--- src/rtl/rdc_pkg.sv ---
// types and constants for the radix digit converter
package rdc_pkg;

	localparam int VALUE_PORT_W = 64;
	localparam int VALUE_WIDTH_DEF = 64;
	localparam int MAX_DIGITS_DEF = 64;
	localparam int MAX_BASE_DEF = 16;
	localparam int MIN_BASE = 2;

	localparam int RADIX_W = 5;
	localparam int DIGIT_W = 4;
	localparam int CHAR_W = 8;
	localparam int NUM_CHARS = 16;
	localparam int CHARS_W = 64;
	localparam int DIV_CHUNK = 8;

	localparam int CFG_IDX_W = 2;
	localparam int CFG_DATA_W = 64;
	localparam logic [CFG_IDX_W-1:0] CFG_BASE_LENGTH = 2'd0;
	localparam logic [CFG_IDX_W-1:0] CFG_CHARS_LOW = 2'd1;
	localparam logic [CFG_IDX_W-1:0] CFG_CHARS_HIGH = 2'd2;

	typedef enum logic [2:0] {
		ST_IDLE,
		ST_CHECK,
		ST_DIV,
		ST_READ,
		ST_OUT
	} rdc_state_t;

	typedef struct packed {
		logic load;
		logic start;
	} rdc_div_ctrl_t;

	typedef struct packed {
		logic done;
		logic quot_zero;
		logic [DIGIT_W-1:0] digit;
	} rdc_div_stat_t;

endpackage

--- src/rtl/rdc_ram.sv ---
// generic single-port-write ram with registered read
module rdc_ram #(
	parameter int WIDTH = 4,
	parameter int DEPTH = 64,
	localparam int ADDR_W = (DEPTH > 1) ? $clog2(DEPTH) : 1
) (
	input  logic              clk,
	input  logic              wr_en,
	input  logic [ADDR_W-1:0] wr_addr,
	input  logic [WIDTH-1:0]  wr_data,
	input  logic              rd_en,
	input  logic [ADDR_W-1:0] rd_addr,
	output logic [WIDTH-1:0]  rd_data
);

	logic [WIDTH-1:0] mem_q [DEPTH];
	logic [WIDTH-1:0] rd_data_q;

	always_ff @(posedge clk) begin
		if (wr_en) begin
			mem_q[wr_addr] <= wr_data;
		end
		if (rd_en) begin
			rd_data_q <= mem_q[rd_addr];
		end
	end

	assign rd_data = rd_data_q;

endmodule

--- src/rtl/rdc_divider.sv ---
// iterative divider by a small radix, one byte of dividend per cycle
module rdc_divider #(
	parameter int VALUE_WIDTH = rdc_pkg::VALUE_WIDTH_DEF
) (
	input  logic                        clk,
	input  logic                        arst_n,
	input  rdc_pkg::rdc_div_ctrl_t      ctrl,
	input  logic [VALUE_WIDTH-1:0]      value_in,
	input  logic [rdc_pkg::RADIX_W-1:0] radix,
	output rdc_pkg::rdc_div_stat_t      stat
);

	localparam int CHUNK = rdc_pkg::DIV_CHUNK;
	localparam int STEPS = (VALUE_WIDTH + CHUNK - 1) / CHUNK;
	localparam int PAD_W = STEPS * CHUNK;
	localparam int SC_W = (STEPS > 1) ? $clog2(STEPS) : 1;
	localparam int DW = rdc_pkg::DIGIT_W;
	localparam int RW = rdc_pkg::RADIX_W;

	logic [PAD_W-1:0] quot_q;
	logic [PAD_W-1:0] quot_next;
	logic [DW-1:0]    rem_q;
	logic [DW-1:0]    rem_next;
	logic [SC_W-1:0]  step_q;
	logic             busy_q;
	logic             last_step;
	logic [CHUNK-1:0] chunk;
	logic [CHUNK-1:0] qbits;
	logic [RW-1:0]    trial;
	logic [DW-1:0]    part_rem;

	// restoring division of the top byte, remainder stays below the radix
	always_comb begin
		chunk = quot_q[PAD_W-1 -: CHUNK];
		part_rem = rem_q;
		qbits = '0;
		trial = '0;
		for (int i = CHUNK - 1; i >= 0; i--) begin
			trial = {part_rem, chunk[i]};
			if (trial >= radix) begin
				qbits[i] = 1'b1;
				part_rem = DW'(trial - radix);
			end else begin
				qbits[i] = 1'b0;
				part_rem = trial[DW-1:0];
			end
		end
		rem_next = part_rem;
		quot_next = (quot_q << CHUNK) | PAD_W'(qbits);
	end

	assign last_step = (step_q == SC_W'(STEPS - 1));

	always_ff @(posedge clk or negedge arst_n) begin
		if (!arst_n) begin
			busy_q <= 1'b0;
			step_q <= '0;
		end else if (ctrl.start) begin
			busy_q <= 1'b1;
			step_q <= '0;
		end else if (busy_q) begin
			step_q <= step_q + SC_W'(1);
			if (last_step) begin
				busy_q <= 1'b0;
			end
		end
	end

	always_ff @(posedge clk) begin
		if (ctrl.load) begin
			quot_q <= PAD_W'(value_in);
		end else if (busy_q) begin
			quot_q <= quot_next;
		end
		if (ctrl.start) begin
			rem_q <= '0;
		end else if (busy_q) begin
			rem_q <= rem_next;
		end
	end

	assign stat.done = busy_q && last_step;
	assign stat.quot_zero = (quot_q == '0);
	assign stat.digit = rem_next;

endmodule

--- src/rtl/radix_digit_converter_core.sv ---
// top level: unsigned value to base-n character stream
//
//  channel | handshake             | payload
//  --------+-----------------------+------------------------------
//  cfg     | cfg_valid / cfg_ready | cfg_index, cfg_data
//  in      | in_valid / in_ready   | value
//  out     | out_valid / out_ready | digit_char, last_digit
//
// each digit is produced by the shared divider, which takes one byte of the quotient
// per cycle while busy; each emitted digit then passes a digit ram read state and
// an output transfer state, and the transfer waits through output stalls.
// in_ready is high only when idle; cfg_ready is always high.
// reset clears the configuration to base 10 and all-zero characters.
module radix_digit_converter_core #(
	parameter int VALUE_WIDTH = rdc_pkg::VALUE_WIDTH_DEF,
	parameter int MAX_DIGITS = rdc_pkg::MAX_DIGITS_DEF,
	parameter int MAX_BASE = rdc_pkg::MAX_BASE_DEF
) (
	input  logic                           clk,
	input  logic                           arst_n,
	input  logic                           cfg_valid,
	output logic                           cfg_ready,
	input  logic [rdc_pkg::CFG_IDX_W-1:0]  cfg_index,
	input  logic [rdc_pkg::CFG_DATA_W-1:0] cfg_data,
	input  logic                           in_valid,
	output logic                           in_ready,
	input  logic [rdc_pkg::VALUE_PORT_W-1:0] value,
	output logic                           out_valid,
	input  logic                           out_ready,
	output logic [rdc_pkg::CHAR_W-1:0]     digit_char,
	output logic                           last_digit
);

	localparam int CNT_W = $clog2(MAX_DIGITS + 1);
	localparam int AW = (MAX_DIGITS > 1) ? $clog2(MAX_DIGITS) : 1;
	localparam int RW = rdc_pkg::RADIX_W;
	localparam int DW = rdc_pkg::DIGIT_W;
	localparam int CW = rdc_pkg::CHAR_W;
	localparam int CHW = rdc_pkg::CHARS_W;

	rdc_pkg::rdc_state_t    state_q, state_d;
	rdc_pkg::rdc_div_ctrl_t div_ctrl;
	rdc_pkg::rdc_div_stat_t div_stat;

	logic [RW-1:0]    base_q;
	logic [CHW-1:0]   chars_lo_q;
	logic [CHW-1:0]   chars_hi_q;
	logic [RW-1:0]    radix;
	logic [CNT_W-1:0] count_q, count_d;
	logic [AW-1:0]    idx_q, idx_d;
	logic             ram_we;
	logic [AW-1:0]    ram_waddr;
	logic [DW-1:0]    ram_wdata;
	logic             ram_re;
	logic [DW-1:0]    ram_rdata;
	logic [2*CHW-1:0] chars_all;

	assign cfg_ready = 1'b1;

	always_ff @(posedge clk or negedge arst_n) begin
		if (!arst_n) begin
			base_q <= RW'(10);
			chars_lo_q <= '0;
			chars_hi_q <= '0;
		end else if (cfg_valid && cfg_ready) begin
			unique case (cfg_index)
				rdc_pkg::CFG_BASE_LENGTH: base_q <= cfg_data[RW-1:0];
				rdc_pkg::CFG_CHARS_LOW:   chars_lo_q <= cfg_data;
				rdc_pkg::CFG_CHARS_HIGH:  chars_hi_q <= cfg_data;
				default: ;
			endcase
		end
	end

	always_comb begin
		if (base_q < RW'(rdc_pkg::MIN_BASE)) begin
			radix = RW'(rdc_pkg::MIN_BASE);
		end else if (base_q > RW'(MAX_BASE)) begin
			radix = RW'(MAX_BASE);
		end else begin
			radix = base_q;
		end
	end

	rdc_divider #(
		.VALUE_WIDTH(VALUE_WIDTH)
	) u_div (
		.clk(clk),
		.arst_n(arst_n),
		.ctrl(div_ctrl),
		.value_in(value[VALUE_WIDTH-1:0]),
		.radix(radix),
		.stat(div_stat)
	);

	rdc_ram #(
		.WIDTH(DW),
		.DEPTH(MAX_DIGITS)
	) u_digit_ram (
		.clk(clk),
		.wr_en(ram_we),
		.wr_addr(ram_waddr),
		.wr_data(ram_wdata),
		.rd_en(ram_re),
		.rd_addr(idx_q),
		.rd_data(ram_rdata)
	);

	always_ff @(posedge clk or negedge arst_n) begin
		if (!arst_n) begin
			state_q <= rdc_pkg::ST_IDLE;
			count_q <= '0;
			idx_q <= '0;
		end else begin
			state_q <= state_d;
			count_q <= count_d;
			idx_q <= idx_d;
		end
	end

	always_comb begin
		state_d = state_q;
		count_d = count_q;
		idx_d = idx_q;
		div_ctrl = '0;
		ram_we = 1'b0;
		ram_waddr = count_q[AW-1:0];
		ram_wdata = div_stat.digit;
		ram_re = 1'b0;
		in_ready = 1'b0;
		out_valid = 1'b0;
		unique case (state_q)
			rdc_pkg::ST_IDLE: begin
				in_ready = 1'b1;
				if (in_valid) begin
					div_ctrl.load = 1'b1;
					count_d = '0;
					state_d = rdc_pkg::ST_CHECK;
				end
			end
			rdc_pkg::ST_CHECK: begin
				if (div_stat.quot_zero && (count_q == '0)) begin
					// zero value gives the single digit zero
					ram_we = 1'b1;
					ram_waddr = '0;
					ram_wdata = '0;
					count_d = CNT_W'(1);
					idx_d = '0;
					state_d = rdc_pkg::ST_READ;
				end else if (!div_stat.quot_zero && (count_q < CNT_W'(MAX_DIGITS))) begin
					div_ctrl.start = 1'b1;
					state_d = rdc_pkg::ST_DIV;
				end else begin
					idx_d = AW'(count_q - CNT_W'(1));
					state_d = rdc_pkg::ST_READ;
				end
			end
			rdc_pkg::ST_DIV: begin
				if (div_stat.done) begin
					ram_we = 1'b1;
					count_d = count_q + CNT_W'(1);
					state_d = rdc_pkg::ST_CHECK;
				end
			end
			rdc_pkg::ST_READ: begin
				ram_re = 1'b1;
				state_d = rdc_pkg::ST_OUT;
			end
			rdc_pkg::ST_OUT: begin
				out_valid = 1'b1;
				if (out_ready) begin
					if (idx_q == '0) begin
						state_d = rdc_pkg::ST_IDLE;
					end else begin
						idx_d = idx_q - AW'(1);
						state_d = rdc_pkg::ST_READ;
					end
				end
			end
			default: state_d = rdc_pkg::ST_IDLE;
		endcase
	end

	assign chars_all = {chars_hi_q, chars_lo_q};
	assign digit_char = chars_all[{ram_rdata, 3'b000} +: CW];
	assign last_digit = (idx_q == '0);

endmodule

--- config.mk ---
export PLATFORM = sky130hd
export DESIGN_NAME = radix_digit_converter_core
export DESIGN_NICKNAME = d
export VERILOG_FILES = /design/src/rtl/rdc_pkg.sv /design/src/rtl/rdc_ram.sv /design/src/rtl/rdc_divider.sv /design/src/rtl/radix_digit_converter_core.sv
export SDC_FILE = /design/constraint.sdc
export NUM_CORES = 1
export LEC_CHECK = 0
export ABC_CLOCK_PERIOD_IN_PS = 12000
export BUFFER_PORTS_ARGS = -buffer_cell sky130_fd_sc_hd__buf_4
export CAP_MARGIN = 15
export CORE_ASPECT_RATIO = 2
export CORE_MARGIN = 2
export CORE_UTILIZATION = 45
export DETAILED_ROUTE_END_ITERATION = 8
export GPL_ROUTABILITY_DRIVEN = 0
export PLACE_DENSITY = 0.62
export SYNTH_ARGS = -nofsm -noshare
export SYNTH_HDL_FRONTEND = slang
export SYNTH_HIERARCHICAL = 1
export SYNTH_SLANG_ARGS = --single-unit
--- constraint.sdc ---
create_clock -name clk -period 12 [get_ports clk]
set_clock_uncertainty 0.2 [all_clocks]
set_input_delay 1.2 -clock clk [delete_from_list [all_inputs] [get_ports clk]]
set_output_delay 1.2 -clock clk [all_outputs]
set_load 0.005 [all_outputs]
# Word-level counts from Yosys, hierarchy flattened
# Memories as Yosys holds them, arrays and structs flattened. A register that Yosys moved wholly into a read port is not among the register bits.
# Index checks and enable logic that the tools add are counted.
dict set report totals {
  register_bits 221
  latchBits 0
  ram_bits 256
  romBits 0
  in_bits 135
  output_inout_bits 12
  word_cells 126
  mem_count 1
}
# memory words word_bits read_ports rd_clocked_by_memory_dff wr line
set mem_list {}
lappend mem_list {u_digit_ram.mem_q 64 4 1 1 1 rdc_ram.sv:16} ;# logic [WIDTH-1:0] mem_q [DEPTH];
dict set report classes {
  addsub 12
  n_mul 0
  div_mod_pow 0
  magnitude_cmp 11
  eq_ne 13
  shifts 1
  mux 58
  n_bitwise 1
  n_reduce_logical 19
}
# operator n
set ops {}
lappend ops {{$mux W64} 2}
lappend ops {{$shiftx A128 B8 Y8} 1}
lappend ops {{$logic_not A64 Y1} 1}
lappend ops {{$or A64 B8 Y64} 1}
lappend ops {{$ge A5 B5 Y1} 8}
lappend ops {{$mux W4} 10}
lappend ops {{$mux W6} 6}
lappend ops {{$sub A4 B4 Y4} 8}
lappend ops {{$mux W1} 25}
lappend ops {{$mux W7} 3}
lappend ops {{$pmux W7 S3} 1}
lappend ops {{$mux W3} 5}
lappend ops {{$pmux W3 S5} 1}
lappend ops {{$pmux W6 S2} 1}
lappend ops {{$sub A6 B1 Y6 const B} 2}
lappend ops {{$mux W5} 2}
lappend ops {{$ne A2 B2 Y1 const B} 5}
lappend ops {{$reduce_and A4 Y1} 2}
lappend ops {{$add A7 B1 Y7 const B} 1}
lappend ops {{$logic_not A7 Y1} 1}
lappend ops {{$lt A7 B7 Y1 const B} 1}
lappend ops {{$eq A3 B2 Y1 const B} 2}
lappend ops {{$eq A3 B3 Y1 const B} 2}
lappend ops {{$logic_not A6 Y1} 1}
lappend ops {{17 further kinds} 23}

# Longest topological paths before layout
# Gate-level depths: netlist (run 1).
dict set report logic_depth {
  word_depth 22
  depth_mapped 55
  mapped_depth_nobuf 54
}

# Hierarchy
# The synthesis (run 1) kept the hierarchy.
# module instances cells_each area_each_um2 seq_area_each_um2
set by_module_without_submodules {}
lappend by_module_without_submodules {rdc_ram 1 521 10447.5 7807.5}
lappend by_module_without_submodules {radix_digit_converter_core 1 496 7199.4 3731.1}
lappend by_module_without_submodules {rdc_divider 1 430 4988.5 2102.0}

# Least setup slack after synthesis (run 1)
# No wires, ideal clock.
dict set report synth_path {
  kind {reg-to-reg}
  from {register base_q[1]}
  to {memory u_digit_ram.mem_q[0][0] (data pin)}
  t_arrival_ps 12228
  required_time_ps 11432
  slack_ps -796
  path_stages_with_launch 52
  n_path_buf 1
  period_less_slack_ps 12796
  cell_sequence {dfstp_2 -> nor2_1 -> nor2_1 -> inv_1 -> ha_1 -> nor2b_4 -> o31a_1 -> or3b_4 -> a21oi_2 -> mux2_2 -> ha_1 -> o21a_1 -> o31a_1 -> o22ai_2 -> mux2i_1 -> ha_1 -> nor2b_1 -> o31ai_2 -> (+16 left out) -> ha_1 -> nand2_1 -> o21ai_0 -> a31o_2 -> mux2i_1 -> ha_1 -> a21o_1 -> a31oi_1 -> o21ai_1 -> or3_1 -> and2_1 -> ha_1 -> a21o_1 -> a31oi_1 -> o21ai_0 -> clkbuf_1 -> mux2i_1 -> and2_1}
}
# element line
set synth_lines {}
lappend synth_lines {{start: declaration} radix_digit_converter_core.sv:45} ;# logic [RW-1:0] base_q;
lappend synth_lines {{start signal: assignment} radix_digit_converter_core.sv:67} ;# rdc_pkg::CFG_BASE_LENGTH: base_q <= cfg_data[RW-1:0];
lappend synth_lines {{end: declaration} rdc_ram.sv:16}

==> results of run 1 <==
-- worst max-delay path by stage --
stage	slack (ps)	cells past startpoint	from	to
5_1_grt	-130	52	base_q[3]$_DFFE_PN1P_	u_digit_ram/mem_q[60][0]$_DFFE_PP_
6_report	470	52	base_q[3]$_DFFE_PN1P_	u_digit_ram/mem_q[62][0]$_DFFE_PP_
4_1_cts	30	49	base_q[3]$_DFFE_PN1P_	u_digit_ram/mem_q[1][2]$_DFFE_PP_
2_1_floorplan	30	51	base_q[1]$_DFFE_PN1P_	u_digit_ram/mem_q[0][1]$_DFFE_PP_
3_5_place_dp	-310	48	base_q[3]$_DFFE_PN1P_	u_digit_ram/mem_q[49][3]$_DFFE_PP_
3_3_place_gp	60	50	base_q[3]$_DFFE_PN1P_	u_digit_ram/mem_q[48][3]$_DFFE_PP_
-- sequential cells by signal, summed over array words and instances, names as in the netlist, 4 cells and up --
signal               cells
u_digit_ram/mem_q      256
chars_hi_q              64
chars_lo_q              64
u_div/quot_q            64
count_q                  7
idx_q                    6
base_q                   5
u_digit_ram/rd_data      4
u_div/rem_q              4
-- cells in the mapped netlist, types with 15 or more instances --
cell	count
mux4_1	19
inv_1	39
ha_1	46
a21o_1	17
dfrtp_1	151
nand2b_1	15
mux2i_1	21
edfxtp_1	324
nor4_1	19
clkbuf_1	47
o21ai_0	20
mux2_2	198
nand3_1	19
nor2b_1	16
a21oi_1	31
nand2_1	36
mux4_2	86
nor2_1	110
-- cell families after synthesis --
group	Yosys count	synth area share (%)
flops	481	60.26
buf+inv	117	2.537
fa+ha+maj	54	3.250
simple gates	288	6.567
mux	325	21.61
xor+xnor	14	0.5417
compound gates	167	5.218
other cells	1	0.01657
-- through the flow --
step	hold slack, ps	std cells	util (%)
2_1_floorplan	258.5	1447	-
3_3_place_gp	282.1	2205	48.98
3_5_place_dp	289.0	2205	48.98
4_1_cts	303.4	2283	51.85
5_1_grt	309.9	2315	52.89
6_report	301.0	2315	52.89
-- per-layer routing --
layer	vias up	track usage (%)	part of all wire, %
li1	6041	-	-
met1	6995	22.31	33
met2	469	41.64	56
met3	177	2.631	4.3
met4	2	11.58	6.0
met5	-	0	0.031
-- cell type report --
cell class / count / area, um^2 / share of cell area (%)
Sequential cell: 481 / 13650 / 51.69
Multi-Input combinational cell: 862 / 8771 / 33.22
Timing Repair Buffer: 203 / 1614 / 6.113
Clock buffer: 59 / 1197 / 4.535
Tap cell: 649 / 812.0 / 3.075
Clock inverter: 18 / 203.9 / 0.7724
Inverter: 41 / 153.9 / 0.5828
Antenna cell: 2 / 5.005 / 0.01895
-- repair_timing --
| action | CTS | global route |
|---|---|---|
| setup endpoints to repair | 225 | 261 |
| cloned | 1 | 16 |
| buffers inserted | 0 | 14 |
| pin swaps | 1 | 20 |
| endpoints found under the hold margin | 0 | 0 |
| resized for setup | 5 | 60 |
==> impl_metrics.py, run 1 <==
metrics = {
    "clocking": {
        "cts_root_buf": "clkbuf_16",
        "cts_num_sinks": 481,
        "cts_hold_buf": 0,
        "cts_buffers": 44,
        "htreeDepth": 2,
        "clk_pin_slew_ps": 70,
        "clk_latency_ps": 590,
        "cts_tree": "built",
        "cts_buffer_depth": 3,
    },
    "floorplan": {
        "design.core.area_um2": 49930,
        "row_count": 116,
        "design.die.area_um2": 52220,
        "die_w_um": 162.6,
        "num_io_pins": 147,
        "start_util_pct": 45.34,
        "die_h_um": 321.2,
    },
    "global_route": {
        "track_usage_pct": 21.59,
        "antenna_found_initial": 3,
        "gr-total-overflow": 0,
        "grt_pass1_vias": 14350,
        "grt_max_degree": 79,
        "grt_pass1_wl_mm": 84.65,
    },
    "layout": {
        "n_fill_cell": 4125,
        "drive_above_1_share_pct": 37.26,
        "fin_area_um2": 26410,
        "fin_nets": 1822,
        "layout_commonest_cell": "edfxtp_1",
        "final_cell_mix": "324 x edfxtp_1, 197 x mux2_2, 193 x buf_4",
        "syn2layout_area_growth_pct": 16.65,
    },
    "yosys": {
        "yosys-top-cells-area": "edfxtp_1 43%, dfrtp_1 17%, mux2_2 9.9%",
        "yosysTopAreaCell": "edfxtp_1",
        "synthFlopType": "edfxtp_1",
        "syn_area_um2": 22640,
        "synth_top_area_share_pct": 42.98,
        "synth_cell_types": 84,
        "ys_ff_latch": 481,
        "synth_nets": 1636,
        "synth_cells": 1447,
        "ys_warn_count": 6,
        "seq_area_frac_synth_pct": 60.26,
        "synth_edf_count": 324,
        "async_flop_share_pct": 31.81,
        "syn_area_per_cell_um2": 15.64,
    },
    "timing": {
        "max_slew.worst_pin.slew_ps": 1113,
        "clock.fmax_mhz": 86.72,
        "setup_viol": 0,
        "slew_headroom_pct": 25.39,
        "drv_slew": 0,
        "layout_min_cycle_time_ps": 11530,
        "fin_ws_ps": 468.9,
        "fin_crit_sh_pct": 96.09,
        "fin_tns_setup_ps": 0,
        "finalHoldViolations": 0,
    },
    "routing": {
        "drc": 0,
        "ant_nets": 0,
        "dr.pass1.iters": 5,
        "vias": 13680,
        "wl_per_cell_um": 25.38,
        "drt_iter0_drc": 1015,
        "wl_mm": 58.76,
        "via_per_inst": 5.911,
    },
    "critical_path": {
        "crit_slowest_cell": "dfstp_2",
        "timing.rr.start": "base_q[3]$_DFFE_PN1P_",
        "critPathTopFamily": "compound AO/OA/AOI/OAI gates",
        "r2r-end": "u_digit_ram/mem_q[62][0]$_DFFE_PP_",
        "cp-start-kind": "flip-flop",
        "ff2ff_setup_slack_ps": 470,
        "end_kind": "flip-flop",
        "cp.buffers_inverters": 6,
        "path_class": "flip-flop to flip-flop",
        "cp.arrival_ps": 11770,
        "cp_slowest_stage_delay_ps": 550,
        "critPathMaxFanout": 7,
        "cp_data_required_time_ps": 12230,
        "reg2regPathDepth": 52,
        "crit_top_cell": "ha_1",
    },
    "worst_hold_path": {
        "min_from": "chars_lo_q[59]$_DFFE_PN0P_",
        "min_path_type": "flip-flop to flip-flop",
        "hold_depth": 1,
        "min_to": "chars_lo_q[59]$_DFFE_PN0P_",
    },
    "place": {
        "dp_hpwl_mm": 39.53,
        "io_buffer_count": 145,
        "dp_slack_ps": -314.8,
        "place_area_um2": 24450,
    },
    "outcome": {
        "status": "completed",
    },
    "job": {
        "drv_cap": 0,
    },
}
Power of run 1 is not shown: default switching activity piles up to over one toggle a cycle in this logic, so the estimate is an artifact.
==> inputs of run 2 (changes only) <==
--- a/config.mk
+++ b/config.mk
@@ -6,14 +6,16 @@
 export NUM_CORES = 1
 export LEC_CHECK = 0
 export ABC_CLOCK_PERIOD_IN_PS = 12000
-export BUFFER_PORTS_ARGS = -buffer_cell sky130_fd_sc_hd__buf_4
+export BUFFER_PORTS_ARGS = -buffer_cell sky130_fd_sc_hd__buf_2
 export CAP_MARGIN = 15
 export CORE_ASPECT_RATIO = 2
 export CORE_MARGIN = 2
 export CORE_UTILIZATION = 45
 export DETAILED_ROUTE_END_ITERATION = 8
 export GPL_ROUTABILITY_DRIVEN = 0
+export GPL_TIMING_DRIVEN = 0
 export PLACE_DENSITY = 0.62
+export SETUP_SLACK_MARGIN = 0.1
 export SYNTH_ARGS = -nofsm -noshare
 export SYNTH_HDL_FRONTEND = slang
 export SYNTH_HIERARCHICAL = 1
==> impl_metrics.py, run 2 (synthesis gave the netlist of run 1 again) <==
metrics = {
    "layout": {
        "top_register": "u_digit_ram/mem_q",
        "largest_reg_flops": 256,
        "layout_commonest_cell": "edfxtp_1",
        "seqCellArea_um2": 13640,
        "drive_above_1_share_pct": 38.97,
        "fin_nets": 1894,
        "syn2layout_area_growth_pct": 18.20,
        "final_cell_mix": "324 x edfxtp_1, 197 x mux2_2, 154 x buf_2",
        "multiInputGateArea_um2": 9087,
        "n_fill_cell": 4087,
    },
    "timing": {
        "setup_viol": 0,
        "slew_headroom_pct": 7.666,
        "whs_ps": 303.4,
        "finalHoldViolations": 0,
        "layout_min_cycle_time_ps": 11590,
        "fin_crit_sh_pct": 96.61,
        "max_slew.worst_pin.slew_ps": 1378,
        "clock.fmax_mhz": 86.26,
        "drv_slew": 0,
    },
    "global_route": {
        "grt_pass1_wl_mm": 91.45,
        "track_usage_pct": 23.99,
        "gr-total-overflow": 0,
        "antenna_found_initial": 7,
        "grt_pass1_vias": 15110,
        "grt_max_degree": 99,
    },
    "critical_path": {
        "cp_slowest_stage_delay_ps": 550,
        "crit_slowest_cell": "dfstp_2",
        "path_class": "flip-flop to flip-flop",
        "cp_data_required_time_ps": 12100,
        "end_kind": "flip-flop",
        "cp.arrival_ps": 11690,
        "crit_top_cell": "ha_4",
        "critPathMaxFanout": 8,
        "cp-start-kind": "flip-flop",
    },
    "floorplan": {
        "die_w_um": 162.6,
        "design.die.area_um2": 52220,
        "design.core.area_um2": 49930,
        "die_h_um": 321.2,
        "row_count": 116,
        "start_util_pct": 45.34,
        "num_io_pins": 147,
    },
    "clocking": {
        "htreeDepth": 2,
        "clk_pin_slew_ps": 60,
        "cts_buffers": 44,
        "cts_root_buf": "clkbuf_16",
        "cts_num_sinks": 481,
        "clk_latency_ps": 580,
        "cts_tree": "built",
        "cts_buffer_depth": 3,
    },
    "worst_hold_path": {
        "min_path_type": "flip-flop to flip-flop",
    },
    "place": {
        "io_buffer_count": 145,
        "dp_hpwl_mm": 43.78,
    },
    "routing": {
        "ant_nets": 0,
        "dr.pass1.iters": 7,
        "drc": 0,
        "vias": 14140,
        "wl_per_cell_um": 26.52,
        "drt_iter0_drc": 1094,
        "via_per_inst": 5.901,
        "wl_mm": 63.53,
    },
    "outcome": {
        "status": "completed",
    },
    "job": {
        "drv_cap": 0,
    },
}
-- run 2: cell types whose count changed in the layout (fill, tap and decap cells not counted), moves of 6 or more --
cell | previous run | this run
buf_6 | 3 | 13
clkbuf_1 | 11 | 55
ha_4 | 3 | 9
and2_4 | 15 | 23
buf_2 | 0 | 154
ha_1 | 42 | 35
buf_4 | 193 | 43
-- run 2: worst paths after layout --
check	startpoint	end	slack, ps	cells past startpoint
max	base_q[1]$_DFFE_PN1P_	u_digit_ram/mem_q[43][0]$_DFFE_PP_	410	51
min	chars_lo_q[5]$_DFFE_PN0P_	chars_lo_q[5]$_DFFE_PN0P_	300	1
max reg2reg	base_q[1]$_DFFE_PN1P_	u_digit_ram/mem_q[43][0]$_DFFE_PP_	410	51
min reg2reg	chars_lo_q[5]$_DFFE_PN0P_	chars_lo_q[5]$_DFFE_PN0P_	300	1
max in group asynchronous	arst_n	base_q[1]$_DFFE_PN1P_	10300	2
min in group asynchronous	arst_n	chars_hi_q[45]$_DFFE_PN0P_	370	1
-- run 2: area by class of cell --
cell class	instances	share of cell area, %
sequential	481	50.98
tap	649	3.035
inverter	41	0.5986
buffer	76	1.599
clock buffer	57	4.532
antenna	7	0.06547
timing repair buffer	193	4.331
multi-input combinational	868	33.97
clock inverter	24	0.8886
-- run 2: layer usage --
metal | GRT usage [%] | up-vias | part of all wire (%)
met4 | 15.87 | 0 | 7.1
li1 | - | 6198 | -
met5 | 0 | - | 0
met3 | 2.811 | 211 | 4.1
met1 | 23.55 | 7237 | 32
met2 | 46.25 | 492 | 56
-- run 2: metrics by stage --
| stage | TNS (ps) | instance area, um^2 | utilization [%] | std cells | setup slack (ps) |
|---|---|---|---|---|---|
| floorplan | 0 | 22650 | - | 1447 | 142.0 |
| global placement | -624790 | 24190 | 48.44 | 2241 | -2522 |
| detailed placement | -648660 | 24250 | 48.57 | 2243 | -2624 |
| CTS | 0 | 26160 | 52.39 | 2352 | 107.2 |
| global route | -24.11 | 26750 | 53.59 | 2396 | -5.324 |
| finish | 0 | 26750 | 53.59 | 2396 | 406.8 |
-- run 2: what timing repair did --
action	in CTS	in global routing
hold buffers	0	0
setup buffers	13	32
pin swaps	12	40
cloned	15	5
endpoints found under the setup margin	262	261
resized for setup	56	59
-- run 2: critical path: cells and delay by family (launching register included) --
| kind | cells | cell delay, ps |
|---|---|---|
| muxes | 4 | 1060 |
| AOI/OAI and AO/OA | 24 | 4720 |
| adders and majority gates | 8 | 2190 |
| DFF | 1 | 550 |
| and+or+nand+nor | 11 | 1960 |
| buffers and inverters | 4 | 620 |
Power of run 2 is left out for the same reason.
==> inputs of run 3 (changes only) <==
--- a/config.mk
+++ b/config.mk
@@ -10,11 +10,11 @@
 export CAP_MARGIN = 15
 export CORE_ASPECT_RATIO = 2
 export CORE_MARGIN = 2
-export CORE_UTILIZATION = 45
+export CORE_UTILIZATION = 46
 export DETAILED_ROUTE_END_ITERATION = 8
 export GPL_ROUTABILITY_DRIVEN = 0
 export GPL_TIMING_DRIVEN = 0
-export PLACE_DENSITY = 0.62
+export PLACE_DENSITY_LB_ADDON = 0.25
 export SETUP_SLACK_MARGIN = 0.1
 export SYNTH_ARGS = -nofsm -noshare
 export SYNTH_HDL_FRONTEND = slang
==> impl_metrics.py, run 3 (synthesis gave the netlist of run 1 again) <==
metrics = {
    "outcome": {
        "status": "completed",
    },
    "clocking": {
        "clk_pin_slew_ps": 70,
        "cts_buffer_depth": 3,
        "cts_root_buf": "clkbuf_16",
        "clk_latency_ps": 580,
        "cts_tree": "built",
        "htreeDepth": 2,
        "cts_hold_buf": 0,
        "cts_num_sinks": 481,
        "cts_buffers": 44,
    },
    "routing": {
        "drc": 0,
        "wl_per_cell_um": 24.20,
        "via_per_inst": 5.894,
        "drt_iter0_drc": 1205,
        "ant_nets": 0,
        "vias": 14060,
        "dr.pass1.iters": 5,
        "wl_mm": 57.72,
    },
    "timing": {
        "max_slew.worst_pin.slew_ps": 900.9,
        "fin_crit_sh_pct": 97.10,
        "setup_viol": 0,
        "layout_min_cycle_time_ps": 11650,
        "fin_tns_setup_ps": 0,
        "rsz0062_at_grt": "true",
        "finalHoldViolations": 0,
        "slew_headroom_pct": 39.94,
        "drv_slew": 0,
        "clock.fmax_mhz": 85.82,
    },
    "critical_path": {
        "timing.rr.start": "base_q[1]$_DFFE_PN1P_",
        "critPathMaxFanout": 16,
        "critPathCapture": "u_digit_ram/mem_q[25][3]$_DFFE_PP_",
        "crit_start": "base_q[1]$_DFFE_PN1P_",
        "ff2ff_setup_slack_ps": 350,
        "path_class": "flip-flop to flip-flop",
        "cp_slowest_stage_delay_ps": 540,
        "cp.arrival_ps": 11750,
        "cp_data_required_time_ps": 12100,
        "end_kind": "flip-flop",
        "cp-start-kind": "flip-flop",
        "reg2regPathDepth": 55,
        "crit_slowest_cell": "dfstp_2",
        "r2r-end": "u_digit_ram/mem_q[25][3]$_DFFE_PP_",
    },
    "place": {
        "io_buffer_count": 145,
        "dp_hpwl_mm": 36.66,
        "place_area_um2": 24240,
    },
    "floorplan": {
        "die_h_um": 317.7,
        "design.core.area_um2": 48920,
        "start_util_pct": 46.27,
        "row_count": 115,
        "num_io_pins": 147,
        "design.die.area_um2": 51110,
        "die_w_um": 160.9,
    },
    "layout": {
        "layout_commonest_cell": "edfxtp_1",
        "n_fill_cell": 3999,
        "syn2layout_area_growth_pct": 17.63,
        "fin_area_um2": 26630,
        "final_cell_mix": "324 x edfxtp_1, 197 x mux2_2, 154 x buf_2",
        "fin_nets": 1893,
        "largest_reg_flops": 256,
        "fin_util_pct": 54.43,
        "top_register": "u_digit_ram/mem_q",
        "drive_above_1_share_pct": 37.94,
    },
    "global_route": {
        "grt_pass1_wl_mm": 84.90,
        "gr-total-overflow": 0,
        "track_usage_pct": 22.10,
        "grt_pass1_vias": 14000,
        "grt_max_degree": 83,
        "antenna_found_initial": 7,
    },
    "job": {
        "drv_cap": 0,
    },
    "worst_hold_path": {
        "min_path_type": "flip-flop to flip-flop",
    },
}
## run 3: cell types whose count changed in the layout (fill, tap and decap cells not counted), moves of 3 or more
cell	delta
nor2_1	+4
nand2_2	-3
nand2_1	+3
clkinv_1	+3
clkinv_2	-4
nor2_2	-3
clkbuf_1	-4
ha_1	+4
## run 3: critical path: cells and delay by family, from the launching register on
| family | cells | cell delay (ps) |
|---|---|---|
| and+or+nand+nor | 15 | 2370 |
| buffers and inverters | 6 | 990 |
| AOI/OAI and AO/OA | 24 | 4290 |
| muxes | 2 | 590 |
| adders and majority gates | 8 | 2330 |
| DFF | 1 | 540 |
## run 3: timing repair
action                                  in CTS  in global routing
cloned                                      17                  4
gates resized for setup                     59                 34
pin swaps                                   10                 30
endpoints found under the setup margin     262                261
setup buffers                               15                 27
## run 3: worst min-delay path by stage
stage                           startpoint                          end  slack, ps  cells after the start
2_1_floorplan  u_div/rem_q[1]$_SDFFE_PP0P_  u_div/rem_q[1]$_SDFFE_PP0P_        260                      2
3_3_place_gp    chars_lo_q[63]$_DFFE_PN0P_   chars_lo_q[63]$_DFFE_PN0P_        280                      1
3_5_place_dp    chars_lo_q[56]$_DFFE_PN0P_   chars_lo_q[56]$_DFFE_PN0P_        290                      1
4_1_cts         chars_hi_q[52]$_DFFE_PN0P_   chars_hi_q[52]$_DFFE_PN0P_        300                      1
5_1_grt         chars_lo_q[53]$_DFFE_PN0P_   chars_lo_q[53]$_DFFE_PN0P_        310                      1
6_report        chars_hi_q[52]$_DFFE_PN0P_   chars_hi_q[52]$_DFFE_PN0P_        300                      1
## run 3: per-layer routing
layer / GRT usage (%) / part of all wire (%) / up-vias
met4: 8.155 / 4.0 / 2
met2: 37.54 / 50 / 545
met3: 3.143 / 6.1 / 136
li1: - / - / 6197
met1: 28.93 / 39 / 7178
met5: 0 / 0.028 / -
## run 3: final cells by class
type                       count  area (um^2)  area share (%)
buffer                        76        427.9           1.607
sequential                   481        13640           51.23
tap                          643        804.5           3.021
clock inverter                26        245.2          0.9210
clock buffer                  53         1169           4.389
timing repair buffer         191         1167           4.384
antenna                        5        12.51         0.04699
inverter                      41        157.7          0.5921
multi-input combinational    869         9002           33.81
## run 3: stage by stage
stage | setup WS, ps | hold WS (ps) | cells
6_report | 347.4 | 299.9 | 2385
4_1_cts | 128.5 | 303.3 | 2348
5_1_grt | -111.6 | 310.2 | 2385
2_1_floorplan | 142.0 | 258.5 | 1447
3_5_place_dp | -2711 | 289.9 | 2237
3_3_place_gp | -2890 | 281.7 | 2235
Power of run 3 is left out for the same reason.
